**config.mk**
```make
export PLATFORM = sky130hd
export DESIGN_NAME = dts_fifo
export DESIGN_NICKNAME = d
export VERILOG_FILES = /design/src/design/dts_fifo.sv
export SDC_FILE = /design/constraint.sdc
export NUM_CORES = 1
export LEC_CHECK = 0
export ABC_CLOCK_PERIOD_IN_PS = 2800
export BUFFER_PORTS_ARGS = -buffer_cell sky130_fd_sc_hd__buf_2
export CAP_MARGIN = 30
export CORE_MARGIN = 1.5
export CORE_UTILIZATION = 45
export DETAILED_ROUTE_END_ITERATION = 8
export GPL_TIMING_DRIVEN = 1
export PLACE_DENSITY = 0.76
export SKIP_CTS_REPAIR_TIMING = 1
export SLEW_MARGIN = 10
export SYNTH_ARGS = -nofsm -noshare
export SYNTH_HDL_FRONTEND = slang
export SYNTH_SLANG_ARGS = --single-unit
```
**constraint.sdc**
```tcl
create_clock -name clock -period 2.8 [get_ports clock]
set_input_delay 0.14 -clock clock [delete_from_list [all_inputs] [get_ports clock]]
set_output_delay 0.14 -clock clock [all_outputs]
set_load 0.005 [all_outputs]
```
**src/design/dts_fifo.sv**
```systemverilog
// ----------------------------------------------------------------------------
// Small register queue
// Holds a few beats between two stages so that each side can stall alone.
// ----------------------------------------------------------------------------
module dts_fifo #(
   parameter int WIDTH = 8,
   parameter int DEPTH = 2
) (
   input  logic             clock,
   input  logic             reset,
   input  logic             push,
   input  logic [WIDTH-1:0] push_data,
   output logic             full,
   input  logic             pop,
   output logic [WIDTH-1:0] pop_data,
   output logic             empty
);

   localparam int PTR_W = (DEPTH > 1) ? $clog2(DEPTH) : 1;
   localparam int CNT_W = $clog2(DEPTH + 1);

   logic [WIDTH-1:0] mem_ff [DEPTH];
   logic [PTR_W-1:0] wr_ptr_ff, wr_ptr_in;
   logic [PTR_W-1:0] rd_ptr_ff, rd_ptr_in;
   logic [CNT_W-1:0] count_ff, count_in;
   logic             do_push;
   logic             do_pop;

   assign full     = (count_ff == CNT_W'(DEPTH));
   assign empty    = (count_ff == '0);
   assign pop_data = mem_ff[rd_ptr_ff];
   assign do_push  = push && !full;
   assign do_pop   = pop && !empty;

   always_comb begin
      wr_ptr_in = wr_ptr_ff;
      rd_ptr_in = rd_ptr_ff;
      if (do_push) begin
         wr_ptr_in = (wr_ptr_ff == PTR_W'(DEPTH - 1)) ? '0 : wr_ptr_ff + PTR_W'(1);
      end
      if (do_pop) begin
         rd_ptr_in = (rd_ptr_ff == PTR_W'(DEPTH - 1)) ? '0 : rd_ptr_ff + PTR_W'(1);
      end
      count_in = count_ff + CNT_W'(do_push) - CNT_W'(do_pop);
   end

   always_ff @(posedge clock) begin
      if (reset) begin
         wr_ptr_ff <= '0;
         rd_ptr_ff <= '0;
         count_ff  <= '0;
      end else begin
         wr_ptr_ff <= wr_ptr_in;
         rd_ptr_ff <= rd_ptr_in;
         count_ff  <= count_in;
      end
   end

   always_ff @(posedge clock) begin
      if (do_push) begin
         mem_ff[wr_ptr_ff] <= push_data;
      end
   end

endmodule

```
==> Implementation_results.wiki <==
{| class="wikitable"
! Metric !! Value
|-
| Total of flip-flops plus latches after synthesis || 21
|-
| Total routing resource utilization after global routing || 13.2%
|-
| Post-route fraction of the period consumed by the critical path || 56.7%
|-
| Wire length of the first global-routing pass || 1800 microns
|-
| Worst Path Required || 3.01 ns
|-
| CTS Root Buffer Type || sky130_fd_sc_hd__clkbuf_4
|-
| Average instance area after synthesis || 15.6 sq um
|-
| Standard-cell rows || 15
|-
| Final #Nets || 91
|-
| Post-route design area || 968 sq um
|-
| Commonest non-fill, non-tap cell in the layout || sky130_fd_sc_hd__buf_2
|-
| Horizontal extent of the die || 45.4 microns
|-
| Half-perimeter wire length after detailed placement || 910 microns
|-
| Worst Setup Path Type || reg2reg
|-
| Drt via density || 4.62
|-
| Antenna cell count || 0
|-
| Largest net degree at the start of global routing || 12
|-
| Routability cong. || 0.634
|-
| Area growth from synthesis to final layout || 19.4%
|-
| Port Buffers || 21
|-
| Post-synthesis cell type count || 21
|-
| Drt first pass iters || 2
|-
| Peak VDD IR || 0.529 mV
|-
| Routed Wire Length || 1180 microns
|-
| Type of the worst min-delay path || in2reg
|-
| Clock-pin slew on the worst setup and hold paths || 0.11 ns
|-
| Remaining number of nets flagged by the antenna check after routing || 0
|-
| Upper clock frequency limit || 630 MHz
|-
| Sum Neg Setup Slack || 0 ns
|-
| Synthesized area || 811 sq um
|-
| Worst Skew || 0.00880 ns
|-
| Nature of the critical path endpoint || flip-flop
|-
| Layout cell share with drive strength beyond 1 || 40.8%
|-
| Maximum Capacitance Violations || 0
|-
| # H-tree levels || 1
|-
| Number of global-route vias before repair || 453
|-
| Count of routing violations after the opening detailed-route iteration || 1
|-
| Post-synthesis cell count || 52
|-
| Worst slew margin || 76.6%
|-
| Commonest non-fill, non-tap cells in the layout || sky130_fd_sc_hd__buf_2, sky130_fd_sc_hd__edfxtp_1, sky130_fd_sc_hd__mux2_1, sky130_fd_sc_hd__dfxtp_1, sky130_fd_sc_hd__nor2_1
|-
| Maximum buffer depth of the clock tree || 2
|-
| Filler cell count || 147
|-
| Setup repair after global routing missed its margin || false
|-
| Floorplan die area || 2070 sq um
|-
| Total count of hold-check failures in the final report || 0
|-
| Number of warnings printed during yosys synthesis || 0
|-
| Sinks on the clock net || 21
|-
| CP max FO || 4
|-
| CTS tree || done
|-
| Number of buffers created by CTS || 3
|-
| Leakage power || 0.000403 uW
|-
| Area of placed instances || 942 sq um
|-
| Critical Path AT || 1.80 ns
|-
| Transition at the pin with the smallest max-transition slack || 0.350 ns
|-
| Shortest clock period the worst path allows after layout || 1.59 ns
|-
| Starting utilization of the core area || 47.5%
|-
| Std-Cell Core Area || 1710 sq um
|-
| Final Max Tran Viols || 0
|-
| Remaining Overflow, GRT || 0
|-
| Pwr per Cell Area || 836 nW/um^2
|-
| Die outline height || 45.4 microns
|-
| Average wire length per cell after detail routing || 11.7 microns
|-
| I/O pins || 22
|-
| Run status || complete, no violations
|-
| Proportion of synthesized chip area in sequential cells || 71.6%
|-
| Number of setup violations in the final report || 0
|-
| Later-pin clock latency in the skew report || 0.29 ns
|-
| Syn_nets || 66
|-
| Total number of vias || 467
|-
| Remaining design rule violation count || 0
|-
| Number of antenna violations at the first check in global routing || 0
|-
| Startpoint types || flip-flop
|}
-- per-layer routing --
layer / vias to the layer above / track usage, % / share of wire [%]
li1: 233 / - / -
met1: 217 / 11.3 / 38
met2: 15 / 24.2 / 53
met3: 2 / 5.16 / 7.7
met4: 0 / 8.82 / 0.85
met5: - / 0 / 0
-- per-stage QoR --
step                      util [%]  worst slack, ns  hold slack, ns  std cells  power, uW
after floorplan                  -             1.32           0.209         52        595
after global placement        55.2             1.30           0.329         97        672
after detailed placement      55.2             1.21           0.334         97        686
after CTS                     56.7             1.17          0.0270        101        820
after global routing          56.7             1.08          0.0151        101        863
final                         56.7             1.21          0.0315        101        809
-- registers in the layout (all words and copies together), names as in the netlist, named ones only --
name	count
rd_ptr_ff	1
wr_ptr_ff	1
count_ff	2
mem_ff	16
-- Yosys cell counts --
library cell	count	area, sq um
sky130_fd_sc_hd__nor2b_1	1	6.26
sky130_fd_sc_hd__o21ai_0	1	5.00
sky130_fd_sc_hd__o21a_2	1	8.76
sky130_fd_sc_hd__xor2_1	1	8.76
sky130_fd_sc_hd__mux2_1	5	56.3
sky130_fd_sc_hd__dfxtp_1	5	100
sky130_fd_sc_hd__nor2_1	4	15.0
sky130_fd_sc_hd__xnor2_1	1	8.76
sky130_fd_sc_hd__ha_1	2	25.0
sky130_fd_sc_hd__and3_2	1	7.51
sky130_fd_sc_hd__mux2_2	3	33.8
sky130_fd_sc_hd__a21oi_1	1	5.00
sky130_fd_sc_hd__inv_1	3	11.3
sky130_fd_sc_hd__inv_2	1	3.75
sky130_fd_sc_hd__nor3_1	1	5.00
sky130_fd_sc_hd__nand2b_2	1	8.76
sky130_fd_sc_hd__buf_2	1	5.00
sky130_fd_sc_hd__and2_1	1	6.26
sky130_fd_sc_hd__nand2_1	1	3.75
sky130_fd_sc_hd__or3_1	1	6.26
sky130_fd_sc_hd__edfxtp_1	16	480
-- critical path: stages, from the launching register on --
cell and delay, ns:
sky130_fd_sc_hd__dfxtp_1 0.38, sky130_fd_sc_hd__nand2b_2 0.16, sky130_fd_sc_hd__nand2_1 0.07, sky130_fd_sc_hd__ha_1 0.27
sky130_fd_sc_hd__inv_1 0.04, sky130_fd_sc_hd__ha_1 0.17, sky130_fd_sc_hd__xor2_1 0.14, sky130_fd_sc_hd__and2_1 0.15
sky130_fd_sc_hd__nor3_1 0.13
-- power by group --
group / switching [uW] / leakage, uW / internal (uW)
logic: 104 / 0.000197 / 125
registers: 41.0 / 0.000191 / 403
clock network: 81.3 / 0.0000150 / 55.3
-- path summary, 6_finish.rpt --
| path | cells after the start | start | slack [ns] | to |
|---|---|---|---|---|
| worst max-delay path | 8 | count_ff[0] | 1.21 | count_ff[1] |
| worst max register to register | 8 | count_ff[0] | 1.21 | count_ff[1] |
| worst min-delay path | 1 | push_data[6] | 0.03 | mem_ff[1][6] |
| worst min register to register | 2 | wr_ptr_ff | 0.50 | wr_ptr_ff |
-- layout make-up --
class | instances | area, sq um | share of cell area, %
Clock buffer | 4 | 26.3 | 2.71
Inverter | 4 | 15.0 | 1.55
Multi-Input combinational cell | 26 | 210 | 21.7
Sequential cell | 21 | 581 | 59.9
Tap cell | 25 | 31.3 | 3.23
Timing Repair Buffer | 21 | 105 | 10.9
-- cell families (layout without fill, tap and decap cells) --
group / Yosys count / after routing / share of synthesized area [%]
fa+ha+maj: 2 / 2 / 3.09
flops: 21 / 21 / 71.6
mux: 8 / 8 / 11.1
xor+xnor: 2 / 2 / 2.16
simple gates: 11 / 11 / 7.25
compound gates: 3 / 3 / 2.31
buf+inv: 5 / 29 / 2.47
No activity file was read; power rests on OpenSTA's default activity.
