==> src/design/dts_pkg.sv <==
// ----------------------------------------------------------------------------
// Detection target selector package
// Shared widths, codes, beat types and helpers of the target selector.
// ----------------------------------------------------------------------------
package dts_pkg;

   localparam int FRAC_BITS   = 16;
   localparam int NUM_CLASSES = 64;
   localparam int COORD_W     = FRAC_BITS + 1;
   localparam int SUM_W       = COORD_W + 1;
   localparam int CLASS_W     = 6;
   localparam int MASK_W      = 64;
   localparam int CSR_IDX_W   = 4;
   localparam int CSR_DATA_W  = 64;

   localparam logic [CSR_IDX_W-1:0] CSR_CONF_THRESHOLD = CSR_IDX_W'(0);
   localparam logic [CSR_IDX_W-1:0] CSR_CLASS_MASK     = CSR_IDX_W'(1);

   localparam logic [COORD_W-1:0] CONF_THRESHOLD_RESET = COORD_W'(longint'(1) << (FRAC_BITS - 1));

   localparam logic KIND_BOX       = 1'b0;
   localparam logic KIND_FRAME_END = 1'b1;

   localparam logic RESULT_BOX     = 1'b0;
   localparam logic RESULT_SUMMARY = 1'b1;

   localparam logic [1:0] EVENT_NONE     = 2'd0;
   localparam logic [1:0] EVENT_DETECTED = 2'd1;
   localparam logic [1:0] EVENT_LOST     = 2'd2;

   typedef struct packed {
      logic               kind;
      logic [CLASS_W-1:0] class_index;
      logic [COORD_W-1:0] ymin;
      logic [COORD_W-1:0] xmin;
      logic [COORD_W-1:0] ymax;
      logic [COORD_W-1:0] xmax;
      logic [COORD_W-1:0] confidence;
   } req_type;

   typedef struct packed {
      logic               result_kind;
      logic [COORD_W-1:0] box_x;
      logic [COORD_W-1:0] box_y;
      logic [COORD_W-1:0] box_w;
      logic [COORD_W-1:0] box_h;
      logic [CLASS_W-1:0] box_class;
      logic               best_present;
      logic [1:0]         status_event;
   } rsp_type;

   typedef struct packed {
      logic               kind;
      logic [CLASS_W-1:0] class_index;
      logic [COORD_W-1:0] ymin;
      logic [COORD_W-1:0] xmin;
      logic [COORD_W-1:0] ymax;
      logic [COORD_W-1:0] xmax;
      logic [COORD_W-1:0] confidence;
      logic [SUM_W-1:0]   sum_x;
      logic [SUM_W-1:0]   sum_y;
   } mid_type;

   function automatic logic [COORD_W-1:0] span(input logic [COORD_W-1:0] lo,
                                                input logic [COORD_W-1:0] hi);
      return (hi > lo) ? (hi - lo) : '0;
   endfunction

endpackage

==> src/design/dts_front.sv <==
// ----------------------------------------------------------------------------
// Target selector front end
// Holds the configuration registers, filters boxes by class and confidence
// and forwards frame ends and surviving boxes with their doubled centers.
// ----------------------------------------------------------------------------
module dts_front (
   input  logic                            clock,
   input  logic                            reset,
   input  logic                            csr_valid,
   output logic                            csr_ready,
   input  logic [dts_pkg::CSR_IDX_W-1:0]   csr_index,
   input  logic [dts_pkg::CSR_DATA_W-1:0]  csr_data,
   input  logic                            req_push,
   output logic                            req_full,
   input  dts_pkg::req_type                req_data,
   input  logic                            mid_full,
   output logic                            mid_push,
   output dts_pkg::mid_type                mid_data
);

   import dts_pkg::*;

   logic [COORD_W-1:0] threshold_ff, threshold_in;
   logic [MASK_W-1:0]  class_mask_ff, class_mask_in;
   logic               class_ok;
   logic               conf_ok;
   logic               forward;

   assign csr_ready = 1'b1;

   always_comb begin
      threshold_in  = threshold_ff;
      class_mask_in = class_mask_ff;
      if (csr_valid && csr_ready) begin
         unique case (csr_index)
            CSR_CONF_THRESHOLD: threshold_in  = csr_data[COORD_W-1:0];
            CSR_CLASS_MASK:     class_mask_in = csr_data[MASK_W-1:0];
            default: ;
         endcase
      end
   end

   always_ff @(posedge clock) begin
      if (reset) begin
         threshold_ff  <= CONF_THRESHOLD_RESET;
         class_mask_ff <= '0;
      end else begin
         threshold_ff  <= threshold_in;
         class_mask_ff <= class_mask_in;
      end
   end

   assign class_ok = ({1'b0, req_data.class_index} < (CLASS_W + 1)'(NUM_CLASSES))
                     && ((class_mask_ff == '0) || class_mask_ff[req_data.class_index]);
   assign conf_ok  = (req_data.confidence >= threshold_ff);
   assign forward  = (req_data.kind == KIND_FRAME_END) || (class_ok && conf_ok);

   assign req_full = mid_full;
   assign mid_push = req_push && !mid_full && forward;

   always_comb begin
      mid_data.kind        = req_data.kind;
      mid_data.class_index = req_data.class_index;
      mid_data.ymin        = req_data.ymin;
      mid_data.xmin        = req_data.xmin;
      mid_data.ymax        = req_data.ymax;
      mid_data.xmax        = req_data.xmax;
      mid_data.confidence  = req_data.confidence;
      mid_data.sum_x       = {1'b0, req_data.xmin} + {1'b0, req_data.xmax};
      mid_data.sum_y       = {1'b0, req_data.ymin} + {1'b0, req_data.ymax};
   end

endmodule

==> config.mk <==
export PLATFORM = sky130hd
export DESIGN_NAME = dts_front
export DESIGN_NICKNAME = d
export VERILOG_FILES = /design/src/design/dts_pkg.sv /design/src/design/dts_front.sv
export SDC_FILE = /design/constraint.sdc
export NUM_CORES = 1
export LEC_CHECK = 0
export ABC_AREA = 1
export ABC_CLOCK_PERIOD_IN_PS = 4100
export BUFFER_PORTS_ARGS = -buffer_cell sky130_fd_sc_hd__buf_2
export CAP_MARGIN = 0
export CORE_AREA = 2 2 139 141
export CTS_CLUSTER_DIAMETER = 120
export DETAILED_ROUTE_END_ITERATION = 8
export DIE_AREA = 0 0 141 143
export GPL_ROUTABILITY_DRIVEN = 0
export SETUP_SLACK_MARGIN = 0.3
export SYNTH_ARGS = -nofsm -noshare
export SYNTH_HDL_FRONTEND = slang
export SYNTH_SLANG_ARGS = --single-unit
==> constraint.sdc <==
create_clock -name clock -period 4.1 [get_ports clock]
set_input_delay 0.205 -clock clock [delete_from_list [all_inputs] [get_ports clock]]
set_output_delay 0.205 -clock clock [all_outputs]
set_load 0.005 [all_outputs]
==> results of run 1 <==
Yosys cell counts (3+ instances only):
master    instances  area, um2
a21o_1            4       30.0
a21oi_1         118        591
a21oi_2           4       35.0
a31oi_1           5       31.3
buf_2             3       15.0
buf_4            95        713
buf_6             8       90.1
clkbuf_1         23       86.3
dfxtp_1          81       1620
ha_1             51        638
inv_1           111        417
nand2_1         135        507
nand3_1          65        325
nand3_2           4       40.0
nand4_1          18        113
nor2_1           27        101
nor3_1            4       20.0
nor4_1           10       62.6
o211ai_1          4       30.0
o21ai_0          94        470
o21ai_2           3       26.3
xnor2_1          12        105
xor2_1           17        149
where the power goes:
| part | total (uW) | switching (uW) | internal [uW] |
|---|---|---|---|
| clock | 882 | 303 | 580 |
| sequential | 816 | 10.9 | 805 |
| combinational | 645 | 354 | 291 |
layout make-up:
| type | count | area share (%) |
|---|---|---|
| clock buffer | 13 | 3.54 |
| clock inverter | 2 | 0.787 |
| inverter | 113 | 5.63 |
| multi-input combinational | 592 | 45.4 |
| sequential | 81 | 21.3 |
| tap | 234 | 3.84 |
| timing repair buffer | 297 | 19.6 |
cell families after synthesis:
kind of cell,after synthesis
other,1
buffers and inverters,243
DFF,81
AOI/OAI and AO/OA,243
and+or+nand+nor,266
xor gates and xnor gates,29
adders and majority gates,53
sequential cells by signal, summed over array words and instances, names as in the netlist:
signal / cells
threshold_ff: 17
class_mask_ff: 64
routing by layer:
metal	track usage, %	share of wire (%)
met1	20.1	42
met2	31.8	51
met3	3.05	5.0
met4	4.47	1.2
met5	0	0.16
worst reg2reg max path, cell delays in order, from the launching register on:
cell     delay, ps
dfxtp_1        310
o21ai_0        160
nor2_1          50
through the flow:
step	power, uW	area [um2]	setup slack, ps
after global routing	2480	7630	1720
after detailed placement	1480	7300	1890
after global placement	1480	7300	1970
after floorplan	1260	6420	2290
after CTS	2370	7630	1880
final	2340	7630	1880
worst max-delay path by stage:
| stage | endpoint | slack [ps] | depth (start not counted) |
|---|---|---|---|
| after floorplan | mid_data[10] | 2290 | 8 |
| after global placement | mid_data[10] | 1970 | 10 |
| after detailed placement | mid_data[10] | 1890 | 10 |
| after CTS | mid_data[10] | 1880 | 10 |
| after global routing | mid_data[10] | 1720 | 10 |
| final | mid_data[10] | 1880 | 10 |
==> metrics.txt, run 1 <==
fillers 1,997; mux share of post-synthesis cell area 0%; Die Area 20,200 um2; Netlist cell types 38; vias per inst 4.79; grt ovf 0; Pre-antenna DRT Iters 5; status complete, no violations; final hold vios 0; adder and majority gate portion of the synthesized area 10.6%; Syn Std Cell Area 6420 um2; Multi-input gate area 3460 um2; Worst-path clk slew 60 ps; Tcrit/Tclk final 54.2%; compound-cell area share of the yosys netlist 20.8%; setup bufs post-CTS 0; #FFs+latches synth 81; Max Fclk 450 MHz; delay-heaviest family, CP adder cells; VDD IR-drop max 182 uV; setup TNS 0 ps; port bufs 294; Slew Limit Headroom 38.6%; register area 1620 um2; number of global-route vias before repair 6,009; core box area 18,600 um2; Inst Count DP 1,317; Post-route DRC 0; clk_skew 0 ps; Tightest Pin Transition 920 ps; Syn Nets 1,134; CTS Root Cell clkbuf_16; max-cap violation count 0; Antenna Violating Nets Remaining 0; Die H 143 um; Area Growth Syn to Fin 18.8%; WL per Instance 13.2 um; simple-gate share of the synthesized area 18.6%; CP Class in2out; CTS buffer count 9; CTS tree built; post-DP HPWL 14,400 um; reg-to-reg startpoint threshold_ff[0]$_SDFFE_PP0P_; Critical Path AT 2020 ps; warnings from Yosys 0; fin. max-slew vios 0; final core occ 41.1%; critical path's largest stage delay 420 ps; Reg2Reg Setup Slack 3480 ps; Async SR Flop Fraction 0%; Die X 141 um; worst hold start reset; final wirelength 17,600 um; Critical Path Slowest Stage Cell fa_1; Diodes inserted 0; setup violators final 0; crit start category input port; ys flop type dfxtp_1; number of standard cells in the final layout excluding fillers 1,332; Post-synth EDFFs 0; Syn Inst Count 916; most common cell after layout, fill and taps aside buf_2; Skew-Pair Late Insertion Delay 330 ps; layout cells sized above 1 30.1%; hold_buf cts 0; cell area power density 307 nW/um2; RSZ-0062 raised after global routing no; worst path bufs/invs 2; WHS Endpoint threshold_ff[15]$_SDFFE_PP1P_; xor/xnor share of the synthesized area 3.96%; main combinational cell family by area after synthesis buffers and inverters; Clock Path Buffers 2; post-synthesis sequential area ratio 25.3%; initial antenna violation count 2; post_cts resized 0; num ports 296; site row count 50; crit end category output pin; TritonCTS Sinks 81; Tot GR Track Use 17.0%; R2R depth 2; nets@finish 1,312; total number of vias 6,380; Pleak 0.00358 uW; Hold Crit Depth 3; Worst Path Required 3890 ps; type of the most critical hold path in2reg; CP Launch Point req_data[34]; largest net degree at the start of global routing 73; first-pass GRT wire length 28,000 um; Critical Path Fanout Max 3; commonest non-fill, non-tap cells in the layout 294 x buf_2, 135 x nand2_1, 118 x a21oi_1; H-tree levels 3; fin crit period 2220 ps; reg-to-reg endpoint threshold_ff[0]$_SDFFE_PP0P_; Initial Util 34.5%; CP cell instances buf_2 > ha_1 > fa_1 > nand3_1 > nand2_1 > a31oi_1 > o21ai_1 > a31oi_1 > xnor2_1 > buf_2; hold_ws 83.5 ps; Post-Syn Area per Cell 7.01 um2; initial drt markers 257
Note: power is estimated with default switching activity, not from simulation.
==> run 2, diff against run 1 <==
--- a/config.mk
+++ b/config.mk
@@ -6,7 +6,7 @@
 export NUM_CORES = 1
 export LEC_CHECK = 0
 export ABC_AREA = 1
-export ABC_CLOCK_PERIOD_IN_PS = 4100
+export ABC_CLOCK_PERIOD_IN_PS = 2160
 export BUFFER_PORTS_ARGS = -buffer_cell sky130_fd_sc_hd__buf_2
 export CAP_MARGIN = 0
 export CORE_AREA = 2 2 139 141
==> constraint.sdc (replaced) <==
create_clock -name clock -period 2.16 [get_ports clock]
set_input_delay 0.108 -clock clock [delete_from_list [all_inputs] [get_ports clock]]
set_output_delay 0.108 -clock clock [all_outputs]
set_load 0.005 [all_outputs]
==> run 2 against run 1 <==
Sequential power up 90%; critical path type is now reg2out; combinational power up 110%; sequential share of layout area down 1.1 points; clock power up 64%; critical path depth down 1; die area unchanged; count of clock-buffer cells in the layout down 1; flip-flop and latch count unchanged; worst setup slack worse by 1700 ps; power up 86%; critical endpoint is now mid_push.
==> metrics.txt, run 2 (same netlist as run 1, synthesis figures left out) <==
status complete, no violations; vias per inst 4.76 (-0.72%); max-cap violation count 0 (unchanged); Most flops, register class_mask_ff; Skew-Pair Late Insertion Delay 320 ps (about the same); CTS tree built; Tightest Pin Transition 765 ps (-155 ps); Die X 141 um (unchanged); Max Fclk 512 MHz; Die Area 20,200 um2 (unchanged); crit end category output pin; final instance area 8080 um2 (+5.9%); total power 4350 uW (+86%); final core occ 43.5% (+2.4 points); final hold vios 0 (unchanged); Area after DPL 7350 um2 (+0.75%); site row count 50 (unchanged); Initial Util 34.5% (unchanged); fin. max-slew vios 0 (unchanged); Pre-antenna DRT Iters 4 (-1); final wirelength 18,100 um (+3.0%); reg-to-reg endpoint threshold_ff[7]$_SDFFE_PP0P_; Tcrit/Tclk final 90.5%; setup violators final 0 (unchanged); Area Growth Syn to Fin 25.9%; Critical Path AT 1850 ps (-170 ps); first-pass GRT wire length 27,400 um (-1.9%); Reg2Reg Setup Slack 1480 ps (-2000 ps); commonest non-fill, non-tap cells in the layout 292 x buf_2, 134 x nand2_1, 116 x a21oi_1; num ports 296 (unchanged); H-tree levels 3 (unchanged); Critical Path Fanout Max 3 (unchanged); nets@finish 1,332 (+1.5%); Critical Path Slowest Stage Cell dfxtp_1; grt ovf 0 (unchanged); initial drt markers 199 (-23%); Worst-path clk slew 60 ps (about the same); Diodes inserted 0 (unchanged); type of the most critical hold path in2reg; Antenna Violating Nets Remaining 0 (unchanged); Tot GR Track Use 16.6% (-0.42 points); CTS buffer count 9 (unchanged); clk_skew 0 ps (unchanged); Largest regs class_mask_ff x64, threshold_ff x17; Slew Limit Headroom 48.9% (+10 points); CP Launch Point threshold_ff[12]$_SDFFE_PP0P_; total number of vias 6,434 (+0.85%); RSZ-0062 raised after global routing yes; WL per Instance 13.4 um (+1.4%); most common cell after layout, fill and taps aside buf_2; Pleak 0.00370 uW (+3.3%); post-DP HPWL 14,200 um (-1.5%); reg-to-reg startpoint threshold_ff[7]$_SDFFE_PP0P_; number of standard cells in the final layout excluding fillers 1,353 (+1.6%); VDD IR-drop max 303 uV (+67%); cell area power density 539 nW/um2 (+75%); setup TNS 0 ps (unchanged); Worst Path Required 2050 ps (-1840 ps); largest net degree at the start of global routing 129 (+77%); CTS Root Cell clkbuf_16; R2R depth 3 (+1); TritonCTS Sinks 81 (unchanged); Clock Path Buffers 2 (unchanged); core box area 18,600 um2 (unchanged); Largest register FFs 64 (unchanged); critical path's largest stage delay 320 ps (-100 ps); Die H 143 um (unchanged); number of global-route vias before repair 5,906 (-1.7%); CP Class reg2out; crit start category flip-flop; initial antenna violation count 2 (unchanged); layout cells sized above 1 35.8% (+5.7 points); crit path to mid_push; Inst Count DP 1,321 (+0.30%); CP cell instances inv_2 > ha_4 > nand4_1 > nor4_1 > nand2_1 > nand4_1 > nand2_1 > a21oi_2 > buf_2; port bufs 294 (unchanged); Post-route DRC 0 (unchanged); fin crit period 1950 ps
==> run 2: cell count changes in the layout (fill, tap and decap cells not counted), sizes merged <==
cell	previous run	this run
buf	297	316
bufinv	2	0
clkinvlp	0	1
clkbuf	13	12
dlygate4sd3	0	1
clkinv	0	3
==> run 2: final cells by class <==
class	instances	area, um2
clock buffer	12	267
sequential	81	1630
timing repair buffer	317	1680
fill	2016	10500
tap	234	293
inverter	113	429
multi-input combinational	592	3760
clock inverter	4	26.3
==> run 2: per-layer routing <==
layer	share of wire, %	vias up	GRT usage [%]
met3	4.9	17	3.02
met2	51	184	31.5
met4	1.2	4	3.89
li1	-	3368	-
met5	0.14	-	0
met1	43	2861	19.4
==> run 2: what timing repair did <==
action / in CTS / in global routing
pin swaps: 9 / 28
resized for setup: 25 / 36
endpoints found under the hold margin: 1 / 0
buffers inserted: 4 / 11
hold buffers: 1 / 0
endpoints found under the setup margin: 7 / 9
==> run 2: power breakdown <==
group | switching (uW) | leakage [uW] | total [uW] | internal (uW)
Clock | 583 | 0.000145 | 1450 | 870
Combinational | 721 | 0.00290 | 1350 | 632
Sequential | 21.4 | 0.000657 | 1550 | 1530
==> run 2: critical path, delay by kind of cell, from the launching register on <==
family	cells	cell delay, ps
AO/OA/AOI/OAI	1	130
adder cells (fa/ha/maj)	1	260
buffers and inverters	2	170
flip-flops	1	320
AND/OR/NAND/NOR	5	630
==> run 2: worst min path at each step <==
stage                 startpoint                        endpoint  cells past startpoint
global placement           reset   threshold_ff[15]$_SDFFE_PP1P_                      3
finish              csr_data[15]   threshold_ff[15]$_SDFFE_PP1P_                      3
global route        csr_data[35]  class_mask_ff[35]$_SDFFE_PP0P_                      3
detailed placement         reset   threshold_ff[15]$_SDFFE_PP1P_                      3
floorplan                  reset   threshold_ff[15]$_SDFFE_PP1P_                      2
CTS                 csr_data[15]   threshold_ff[15]$_SDFFE_PP1P_                      3
==> run 2: stage by stage <==
stage / setup WS [ps] / hold slack (ps)
final: 206 / 33.8
after global routing: 96.7 / 53.3
after CTS: 196 / 19.9
after detailed placement: 157 / 333
after global placement: 210 / 326
after floorplan: 542 / 208
